==> src/sv/rmsd_pkg.sv <==
// Package for the running statistics block: controller states and command/status bundles.
// Depends on nothing; used by the controller, the datapath and the top level.
package rmsd_pkg;

  typedef enum logic [3:0] {
    ST_IDLE,
    ST_CLEAR,
    ST_UPDATE,
    ST_MEAN_DIV,
    ST_M2_MUL,
    ST_M2_DIV,
    ST_M2_ACC,
    ST_AVG_DIV,
    ST_VAR_DIV,
    ST_SQRT,
    ST_OUTPUT
  } rmsd_state_t;

  typedef struct packed {
    logic capture;
    logic clear;
    logic update;
    logic mean_start;
    logic mul_start;
    logic m2_start;
    logic m2_acc;
    logic avg_start;
    logic var_start;
    logic sqrt_start;
    logic load_out;
  } rmsd_cmd_t;

  typedef struct packed {
    logic dropped;
    logic busy;
  } rmsd_status_t;

endpackage

==> src/sv/rmsd_ctrl.sv <==
// Controller for the running statistics block: sequences the datapath for one beat.
// Depends on rmsd_pkg.
module rmsd_ctrl
  import rmsd_pkg::*;
(
  input  logic         clk,
  input  logic         rst,
  input  logic         in_valid,
  input  logic         in_mode,
  output logic         in_ready,
  output logic         out_valid,
  input  logic         out_ready,
  output rmsd_cmd_t    cmd,
  input  rmsd_status_t status
);

  rmsd_state_t state, state_next;
  logic        out_full, out_full_next;

  always_ff @(posedge clk) begin
    if (rst) begin
      state    <= ST_IDLE;
      out_full <= 1'b0;
    end else begin
      state    <= state_next;
      out_full <= out_full_next;
    end
  end

  assign in_ready  = (state == ST_IDLE);
  assign out_valid = out_full;

  always_comb begin
    state_next = state;
    unique case (state)
      ST_IDLE: begin
        if (in_valid) state_next = in_mode ? ST_CLEAR : ST_UPDATE;
      end
      ST_CLEAR:    state_next = ST_AVG_DIV;
      ST_UPDATE:   state_next = status.dropped ? ST_AVG_DIV : ST_MEAN_DIV;
      ST_MEAN_DIV: if (!status.busy) state_next = ST_M2_MUL;
      ST_M2_MUL:   if (!status.busy) state_next = ST_M2_DIV;
      ST_M2_DIV:   if (!status.busy) state_next = ST_M2_ACC;
      ST_M2_ACC:   state_next = ST_AVG_DIV;
      ST_AVG_DIV:  if (!status.busy) state_next = ST_VAR_DIV;
      ST_VAR_DIV:  if (!status.busy) state_next = ST_SQRT;
      ST_SQRT:     if (!status.busy) state_next = ST_OUTPUT;
      ST_OUTPUT:   if (!out_full || out_ready) state_next = ST_IDLE;
      default:     state_next = ST_IDLE;
    endcase
  end

  // Each long step gets a one-cycle start pulse on entry; busy is sampled afterwards.
  rmsd_state_t prev;
  always_ff @(posedge clk) begin
    if (rst) prev <= ST_IDLE;
    else     prev <= state;
  end

  always_comb begin
    cmd = '0;
    out_full_next = out_full && !out_ready;
    unique case (state)
      ST_IDLE:     cmd.capture = in_valid;
      ST_CLEAR:    cmd.clear = 1'b1;
      ST_UPDATE:   cmd.update = 1'b1;
      ST_MEAN_DIV: cmd.mean_start = (prev != ST_MEAN_DIV);
      ST_M2_MUL:   cmd.mul_start = (prev != ST_M2_MUL);
      ST_M2_DIV:   cmd.m2_start = (prev != ST_M2_DIV);
      ST_M2_ACC:   cmd.m2_acc = 1'b1;
      ST_AVG_DIV:  cmd.avg_start = (prev != ST_AVG_DIV);
      ST_VAR_DIV:  cmd.var_start = (prev != ST_VAR_DIV);
      ST_SQRT:     cmd.sqrt_start = (prev != ST_SQRT);
      ST_OUTPUT: begin
        if (!out_full || out_ready) begin
          cmd.load_out  = 1'b1;
          out_full_next = 1'b1;
        end
      end
      default: ;
    endcase
  end

endmodule

==> config.mk <==
export PLATFORM = sky130hd
export DESIGN_NAME = rmsd_ctrl
export DESIGN_NICKNAME = d
export VERILOG_FILES = /design/src/sv/rmsd_pkg.sv /design/src/sv/rmsd_ctrl.sv
export SDC_FILE = /design/constraint.sdc
export NUM_CORES = 1
export LEC_CHECK = 0
export BUFFER_PORTS_ARGS = -buffer_cell sky130_fd_sc_hd__buf_2
export CORE_MARGIN = 2
export CORE_UTILIZATION = 30
export DETAILED_ROUTE_END_ITERATION = 16
export GPL_TIMING_DRIVEN = 0
export PLACE_DENSITY = 0.52
export RECOVER_POWER = 100
export SLEW_MARGIN = 0
export SYNTH_ARGS = -nofsm -noshare
export SYNTH_HDL_FRONTEND = slang
export SYNTH_SLANG_ARGS = --single-unit
==> constraint.sdc <==
create_clock -name clk -period 1.99 [get_ports clk]
set_clock_uncertainty 0.2 [all_clocks]
set_input_delay 0.398 -clock clk [delete_from_list [all_inputs] [get_ports clk]]
set_output_delay 0.398 -clock clk [all_outputs]
set_load 0.01 [all_outputs]
==> results of run 1 <==
-- critical path, cell delays in order, from the launching register on --
cell and delay [ps]:
dfxtp_2 360, buf_6 150, nor4_2 280, and2_1 160, buf_2 120
-- routing by layer --
layer	part of all wire, %	up-vias
li1	-	308
met1	47	300
met2	50	12
met3	2.9	0
met4	0	0
met5	0	-
-- path summary, 6_finish.rpt --
check | start | to | slack (ps) | cells past startpoint
worst max register to register | state[3] | state[1] | 220 | 5
worst min register to register | out_valid | out_valid | 320 | 2
worst min-delay path | rst | state[3] | 220 | 2
worst max-delay path | state[0] | cmd[10] | 70 | 4
-- cells in the mapped netlist (2+ instances only) --
cell type,count
buf_2,2
nor4_1,4
nand2b_1,5
a21oi_1,4
nand2_1,3
nor2b_1,2
nor2_1,10
nor3_1,3
inv_1,2
buf_4,2
mux2_1,2
dfxtp_1,9
a211oi_1,3
-- placed cells by master (no fill, tap or decap), types with 3 or more instances in the layout --
cell      synthesis  layout
dfxtp_1           9       5
dfxtp_2           0       3
buf_2             2      18
a21oi_1           4       4
a211oi_1          3       3
nor2_1           10      10
nand2b_1          5       5
nor3_1            3       3
nand2_1           3       3
clkbuf_4          1       4
-- layout make-up --
class	instances	area [um2]
fill	210	1100
multi-input combinational	56	408
sequential	9	188
timing repair buffer	19	96.3
buffer	5	42.5
tap	27	33.8
clock buffer	3	22.5
inverter	2	7.51
clock inverter	1	5.00
-- metrics by stage --
stage | setup WS [ps] | instance area [um2] | hold WS, ps | instances
floorplan | 98.1 | 588 | 302 | 72
global placement | 186 | 712 | 305 | 117
detailed placement | 178 | 712 | 311 | 117
CTS | -3.98 | 769 | 226 | 121
global route | -18.4 | 803 | 245 | 122
finish | 72.1 | 803 | 223 | 122
-- state kept, by name, indices dropped and copies added, names as in the netlist --
| register | cells |
|---|---|
| out_valid | 1 |
| state | 4 |
| prev | 4 |
-- kinds of logic (layout without fill, tap and decap cells) --
kind of cell	count (synthesis)	in the layout
and+or+nand+nor	37	37
AOI/OAI and AO/OA	15	15
DFF	9	9
buffers and inverters	7	30
muxes	3	3
adders and majority gates	1	1
-- power by group --
group	switching [mW]	total, mW	internal, mW
sequential	0.0662	0.299	0.233
clock	0.0655	0.139	0.0740
combinational	0.290	0.543	0.253
total	0.422	0.982	0.560
-- timing repair --
| item | 4_1_cts | 5_1_grt |
|---|---|---|
| buffers inserted | 0 | 1 |
| gates cloned | 0 | 0 |
| hold endpoints to repair | 0 | 0 |
| endpoints found under the setup margin | 6 | 6 |
| pin swaps | 0 | 2 |
| gates resized for setup | 8 | 6 |
==> results.json, run 1 <==
{
  "top_usage_layer": "met2",
  "coreArea_mm2": 0.00190,
  "critPathKind": "reg2out",
  "cp-start-kind": "flip-flop",
  "synth_edf_count": 0,
  "synth_nets": 79,
  "hold_violations": 0,
  "fin_crit_sh_pct": 96.4,
  "synthDistinctLibCells": 34,
  "worst_slew_pin_slew_ps": 366,
  "ios": 20,
  "portBuffers": 18,
  "synth_top_area_share_pct": 30.6,
  "fmax_mhz": 521,
  "ys_warn_count": 0,
  "async_flop_share_pct": 0,
  "core.rowCount": 16,
  "root_buffer": "clkbuf_4",
  "drv_cap": 0,
  "netlist_top_cells_area": "dfxtp_1 31%, nor2_1 6.4%, nand2b_1 5.3%",
  "wire_per_inst_um": 12.8,
  "status": "finished clean",
  "clk_pin_slew_ps": 60,
  "drive_above_1_share_pct": 44.2,
  "drc_errors": 0,
  "clock_path_buffers": 2,
  "grt_pass1_wl_mm": 2.23,
  "cts_hold_buf": 0,
  "cts_sinks": 9,
  "worstSkewPairLatency_ps": 260,
  "synthAdderAreaFrac_pct": 1.91,
  "total_power_mw": 0.982,
  "syn2layout_area_growth_pct": 36.6,
  "cts_tree": "yes",
  "vias_per_cell": 5.08,
  "cp.arrival_ps": 1320,
  "grt_max_degree": 11,
  "hp-class": "in2reg",
  "yosys.area.top_type": "dfxtp_1",
  "p_per_area_mw_per_mm2": 1220,
  "grt_usage_pct": 13.7,
  "synthCells": 72,
  "hpwl_mm": 1.11,
  "use_met3_pct": 1.11,
  "crit_required_ps": 1390,
  "n_antenna_cell": 0,
  "grt_pass1_vias": 511,
  "vias": 620,
  "dr.pass1.iters": 4,
  "ant_nets": 0,
  "ys_seq_area_share_pct": 30.6,
  "synth.area.mux_share_pct": 5.53,
  "htree_num_levels": 1,
  "ys.flop_type": "dfxtp_1",
  "routed_wl_mm": 1.56,
  "yosys.area_share.simple_pct": 35.1,
  "die_w_um": 48.3,
  "period_needed_ps": 1920,
  "endpoint_kind": "output port",
  "antenna_found_initial": 0,
  "cts_buffers": 3,
  "die_area_mm2": 0.00233,
  "die_h_um": 48.3,
  "synth_compound_area_share_pct": 20.0,
  "overflow": 0,
  "ir_worst_vdd_uv": 434,
  "slew_headroom_pct": 75.6,
  "slew_violations": 0,
  "use_met1_pct": 17.1,
  "power_leakage_nw": 0.340,
  "finalSetupTns_ps": 0,
  "rsz0062_at_grt": "yes",
  "drt_iter0_markers": 10,
  "synthesis.area_um2": 588,
  "initial_core_util_pct": 30.9,
  "place.gp.congestion": 0.742,
  "grt_use_met2_pct": 24.2,
  "num-nets-final": 103,
  "setup_viol": 0,
  "yosys_register_bits": 9,
  "synth_top_family_by_area": "simple AND/OR/NAND/NOR gates",
  "postLayoutCoreUtil_pct": 42.2,
  "syn_avg_cell_area_um2": 8.17,
  "synth-xor-area-share_pct": 0,
  "crit_fanout": 10
}
(Power assumes the default switching activity.)
==> inputs of run 2 (changes only) <==
--- a/config.mk
+++ b/config.mk
@@ -7,10 +7,10 @@
 export LEC_CHECK = 0
 export BUFFER_PORTS_ARGS = -buffer_cell sky130_fd_sc_hd__buf_2
 export CORE_MARGIN = 2
-export CORE_UTILIZATION = 30
+export CORE_UTILIZATION = 40
 export DETAILED_ROUTE_END_ITERATION = 16
 export GPL_TIMING_DRIVEN = 0
-export PLACE_DENSITY = 0.52
+export PLACE_DENSITY = 0.66
 export RECOVER_POWER = 100
 export SLEW_MARGIN = 0
 export SYNTH_ARGS = -nofsm -noshare
==> results.json, run 2 (same netlist as run 1, synthesis figures left out) <==
{
  "status": "finished clean",
  "cp-start-kind": "flip-flop",
  "slew_violations": 0,
  "ios": 20,
  "dr.pass1.iters": 4,
  "grt_max_degree": 11,
  "hold_slack_ps": 205,
  "hold_end": "state[3]",
  "wire_per_inst_um": 13.5,
  "root_buffer": "clkbuf_4",
  "min_path_cells": 2,
  "fmax_mhz": 517,
  "endpoint_kind": "output port",
  "hold_violations": 0,
  "n_antenna_cell": 0,
  "drv_cap": 0,
  "crit_required_ps": 1390,
  "cts_tree": "yes",
  "vias": 618,
  "postLayoutCoreUtil_pct": 59.4,
  "reg2reg_from": "state[2]",
  "drt_iter0_markers": 11,
  "worstSkewPairLatency_ps": 250,
  "num-nets-final": 103,
  "nFillCells": 136,
  "drive_above_1_share_pct": 47.4,
  "antenna_found_initial": 0,
  "crit_fanout": 5,
  "worst-r2r-cell-count": 6,
  "place.gp.congestion": 0.759,
  "vias_per_cell": 5.62,
  "routed_wl_mm": 1.48,
  "power_leakage_nw": 0.342,
  "rr_endpoint": "state[2]",
  "grt_pass1_vias": 542,
  "final_common_cell": "buf_2",
  "cts_buffers": 3,
  "fin_crit_sh_pct": 97.2,
  "total_power_mw": 0.970,
  "hpwl_mm": 1.00,
  "hold_start": "rst",
  "placed_area_um2": 697,
  "coreArea_mm2": 0.00133,
  "ir_worst_vdd_uv": 697,
  "ant_nets": 0,
  "fin_area_um2": 792,
  "cp.arrival_ps": 1340,
  "final_cell_mix": "19 x buf_2, 10 x nor2_1",
  "die_w_um": 42.3,
  "die_area_mm2": 0.00179,
  "p_per_area_mw_per_mm2": 1230,
  "htree_num_levels": 1,
  "setup_viol": 0,
  "grt_pass1_wl_mm": 2.39,
  "grt_usage_pct": 17.5,
  "critPathKind": "reg2out",
  "clock_path_buffers": 2,
  "period_needed_ps": 1930,
  "reg2reg_setup_slack_ps": 170,
  "core.rowCount": 13,
  "drc_errors": 0,
  "cts_hold_buf": 0,
  "overflow": 0,
  "portBuffers": 18,
  "die_h_um": 42.3,
  "slew_headroom_pct": 79.5,
  "clk_pin_slew_ps": 50,
  "worst_slew_pin_slew_ps": 307,
  "hp-class": "in2reg",
  "initial_core_util_pct": 44.1,
  "syn2layout_area_growth_pct": 34.7,
  "cts_sinks": 9
}
==> run 2: cell types whose count changed in the layout (fill, tap and decap cells not counted), sizes merged <==
| cell | change |
|---|---|
| clkinv | -1 |
| buf | +1 |
==> run 2: per-stage QoR <==
step / setup WS, ps / instances / setup TNS, ps
CTS: 2.80 / 110 / 0
floorplan: 98.1 / 72 / 0
global route: -0.987 / 110 / -1.26
detailed placement: 197 / 105 / 0
finish: 56.0 / 110 / 0
global placement: 191 / 105 / 0
==> run 2: repair_timing <==
| action | 4_1_cts | 5_1_grt |
|---|---|---|
| buffers inserted | 1 | 1 |
| endpoints found under the setup margin | 5 | 8 |
| pin swaps | 1 | 2 |
| resized for setup | 7 | 11 |
==> run 2: worst max-delay path, cell delays in order (launching register included) <==
cell and delay (ps):
dfxtp_2 350, or2b_1 280, buf_6 130, a211oi_2 150, buf_2 160
==> run 2: layout make-up <==
class | count | area, um2 | share of cell area [%]
inverters | 2 | 7.51 | 0.948
repair buffers | 20 | 109 | 13.7
clock buffers | 4 | 26.3 | 3.32
plain buffers | 4 | 31.3 | 3.95
multi-input cells | 56 | 410 | 51.8
well taps | 15 | 18.8 | 2.37
flip-flops and latches | 9 | 189 | 23.9
==> run 2: worst max-delay path by stage <==
| stage | start | end | cells after the start |
|---|---|---|---|
| finish | state[3] | cmd[1] | 4 |
| global route | prev[3] | cmd[2] | 3 |
| CTS | state[3] | cmd[1] | 4 |
| detailed placement | state[3] | cmd[2] | 3 |
| global placement | state[3] | cmd[2] | 3 |
| floorplan | state[3] | cmd[2] | 2 |
==> run 2: layer usage <==
layer / vias up / routed length [um] / track usage (%)
met3: 2 / 88 / 3.02
li1: 312 / - / -
met2: 23 / 729 / 26.2
met5: - / 0 / 0
met1: 281 / 636 / 22.8
met4: 0 / 26 / 11.3
==> run 2: report_power, final <==
group / total [mW] / internal [mW] / switching (mW)
combinational: 0.509 / 0.246 / 0.262
clock: 0.134 / 0.0769 / 0.0575
sequential: 0.327 / 0.235 / 0.0925
total: 0.970 / 0.558 / 0.412
==> inputs of run 3 (changes only) <==
--- a/config.mk
+++ b/config.mk
@@ -6,11 +6,12 @@
 export NUM_CORES = 1
 export LEC_CHECK = 0
 export BUFFER_PORTS_ARGS = -buffer_cell sky130_fd_sc_hd__buf_2
-export CORE_MARGIN = 2
-export CORE_UTILIZATION = 40
+export CORE_AREA = 2 2 39 41
+export CTS_CLUSTER_SIZE = 30
 export DETAILED_ROUTE_END_ITERATION = 16
+export DIE_AREA = 0 0 41 43
 export GPL_TIMING_DRIVEN = 0
-export PLACE_DENSITY = 0.66
+export PLACE_DENSITY = 0.72
 export RECOVER_POWER = 100
 export SLEW_MARGIN = 0
 export SYNTH_ARGS = -nofsm -noshare
==> results.json, run 3 (same netlist as run 1, synthesis figures left out) <==
{
  "grt_pass1_wl_mm": 2.11,
  "routed_wl_mm": 1.40,
  "initial_core_util_pct": 42.5,
  "cts_sinks": 9,
  "ir_worst_vdd_uv": 488,
  "core.rowCount": 14,
  "crit_fanout": 10,
  "n_antenna_cell": 0,
  "power_leakage_nw": 0.333,
  "rsz0062_at_grt": "no",
  "final_cell_mix": "16 x buf_2, 10 x nor2_1, 6 x dfxtp_1, 5 x a21oi_1",
  "ant_nets": 0,
  "grt_max_degree": 11,
  "cp-start-kind": "flip-flop",
  "p_per_area_mw_per_mm2": 1270,
  "status": "finished clean",
  "slowest_delay_ps": 400,
  "root_buffer": "clkbuf_4",
  "fmax_mhz": 517,
  "placed_area_um2": 698,
  "drt_iter0_markers": 8,
  "cts_tree": "yes",
  "htree_num_levels": 1,
  "place.gp.congestion": 0.755,
  "fin_ws_ps": 55.1,
  "endpoint_kind": "output port",
  "cp_top_family": "flip-flops",
  "ios": 20,
  "final_common_cell": "buf_2",
  "coreArea_mm2": 0.00138,
  "overflow": 0,
  "hp-class": "in2reg",
  "syn2layout_area_growth_pct": 34.9,
  "fin_crit_sh_pct": 97.2,
  "cp.arrival_ps": 1340,
  "pre_cts_ws_ps": 198,
  "antenna_found_initial": 0,
  "clock_path_buffers": 2,
  "hold_slack_ps": 203,
  "setup_viol": 0,
  "slew_violations": 0,
  "slew_headroom_pct": 79.3,
  "dp_cells": 106,
  "hpwl_mm": 1.00,
  "num-nets-final": 103,
  "hold_violations": 0,
  "dr.pass1.iters": 4,
  "cts_buffers": 3,
  "vias_per_cell": 5.51,
  "crit_required_ps": 1390,
  "cts_hold_buf": 0,
  "grt_usage_pct": 17.5,
  "die_area_mm2": 0.00176,
  "total_power_mw": 1.00,
  "drc_errors": 0,
  "vias": 612,
  "reg2reg_from": "state[3]",
  "worst_slew_pin_slew_ps": 309,
  "critPathKind": "reg2out",
  "period_needed_ps": 1930,
  "clk_pin_slew_ps": 60,
  "fin_area_um2": 793,
  "postLayoutCoreUtil_pct": 57.3,
  "drive_above_1_share_pct": 40.0,
  "finalSetupTns_ps": 0,
  "stdcell_count": 111,
  "worstSkewPairLatency_ps": 260,
  "path_cells": "buf_6 > nand2_1 > nor4_1 > buf_2",
  "slowest_stage": "dfxtp_2",
  "cp-startpoint": "state[1]",
  "grt_pass1_vias": 501,
  "drv_cap": 0,
  "portBuffers": 18,
  "die_h_um": 43,
  "hold_start": "rst",
  "worst-path-buf-inv": 2,
  "wire_per_inst_um": 12.6,
  "die_w_um": 41
}
-- run 3: timing repair --
item / 4_1_cts / 5_1_grt
endpoints found under the hold margin: 0 / 0
gates resized for setup: 7 / 8
endpoints found under the setup margin: 4 / 5
gates cloned: 0 / 0
buffers inserted: 0 / 1
pin swaps: 0 / 1
-- run 3: power by group --
part           switching (mW)  total (mW)  internal, mW
Combinational           0.296       0.569         0.273
Clock                  0.0632       0.140        0.0772
Sequential             0.0648       0.294         0.229
-- run 3: path summary, 6_finish.rpt --
kind,end,slack (ps),cells past startpoint
worst max-delay path,cmd[7],60,4
worst min-delay path,prev[3],200,2
worst max register to register,state[2],220,4
worst min register to register,out_valid,310,2
-- run 3: final cells by class --
cell class / instances / area (um2)
buffer: 5 / 42.5
clock buffer: 4 / 26.3
fill: 130 / 591
inverter: 2 / 7.51
multi-input combinational: 56 / 419
sequential: 9 / 184
tap: 16 / 20.0
timing repair buffer: 19 / 93.8
-- run 3: per-layer routing --
| metal | vias up | part of all wire (%) | global-route usage (%) |
|---|---|---|---|
| met5 | - | 0 | 0 |
| met4 | 0 | 2.1 | 10.0 |
| met3 | 5 | 4.2 | 3.14 |
| met2 | 18 | 48 | 26.9 |
| met1 | 280 | 45 | 21.6 |
| li1 | 309 | - | - |
-- run 3: worst register-to-register path, stage by stage, from the launching register on --
cell	delay (ps)
dfxtp_1	380
nand2b_1	260
a21oi_1	120
a211oi_2	330
mux2_1	380
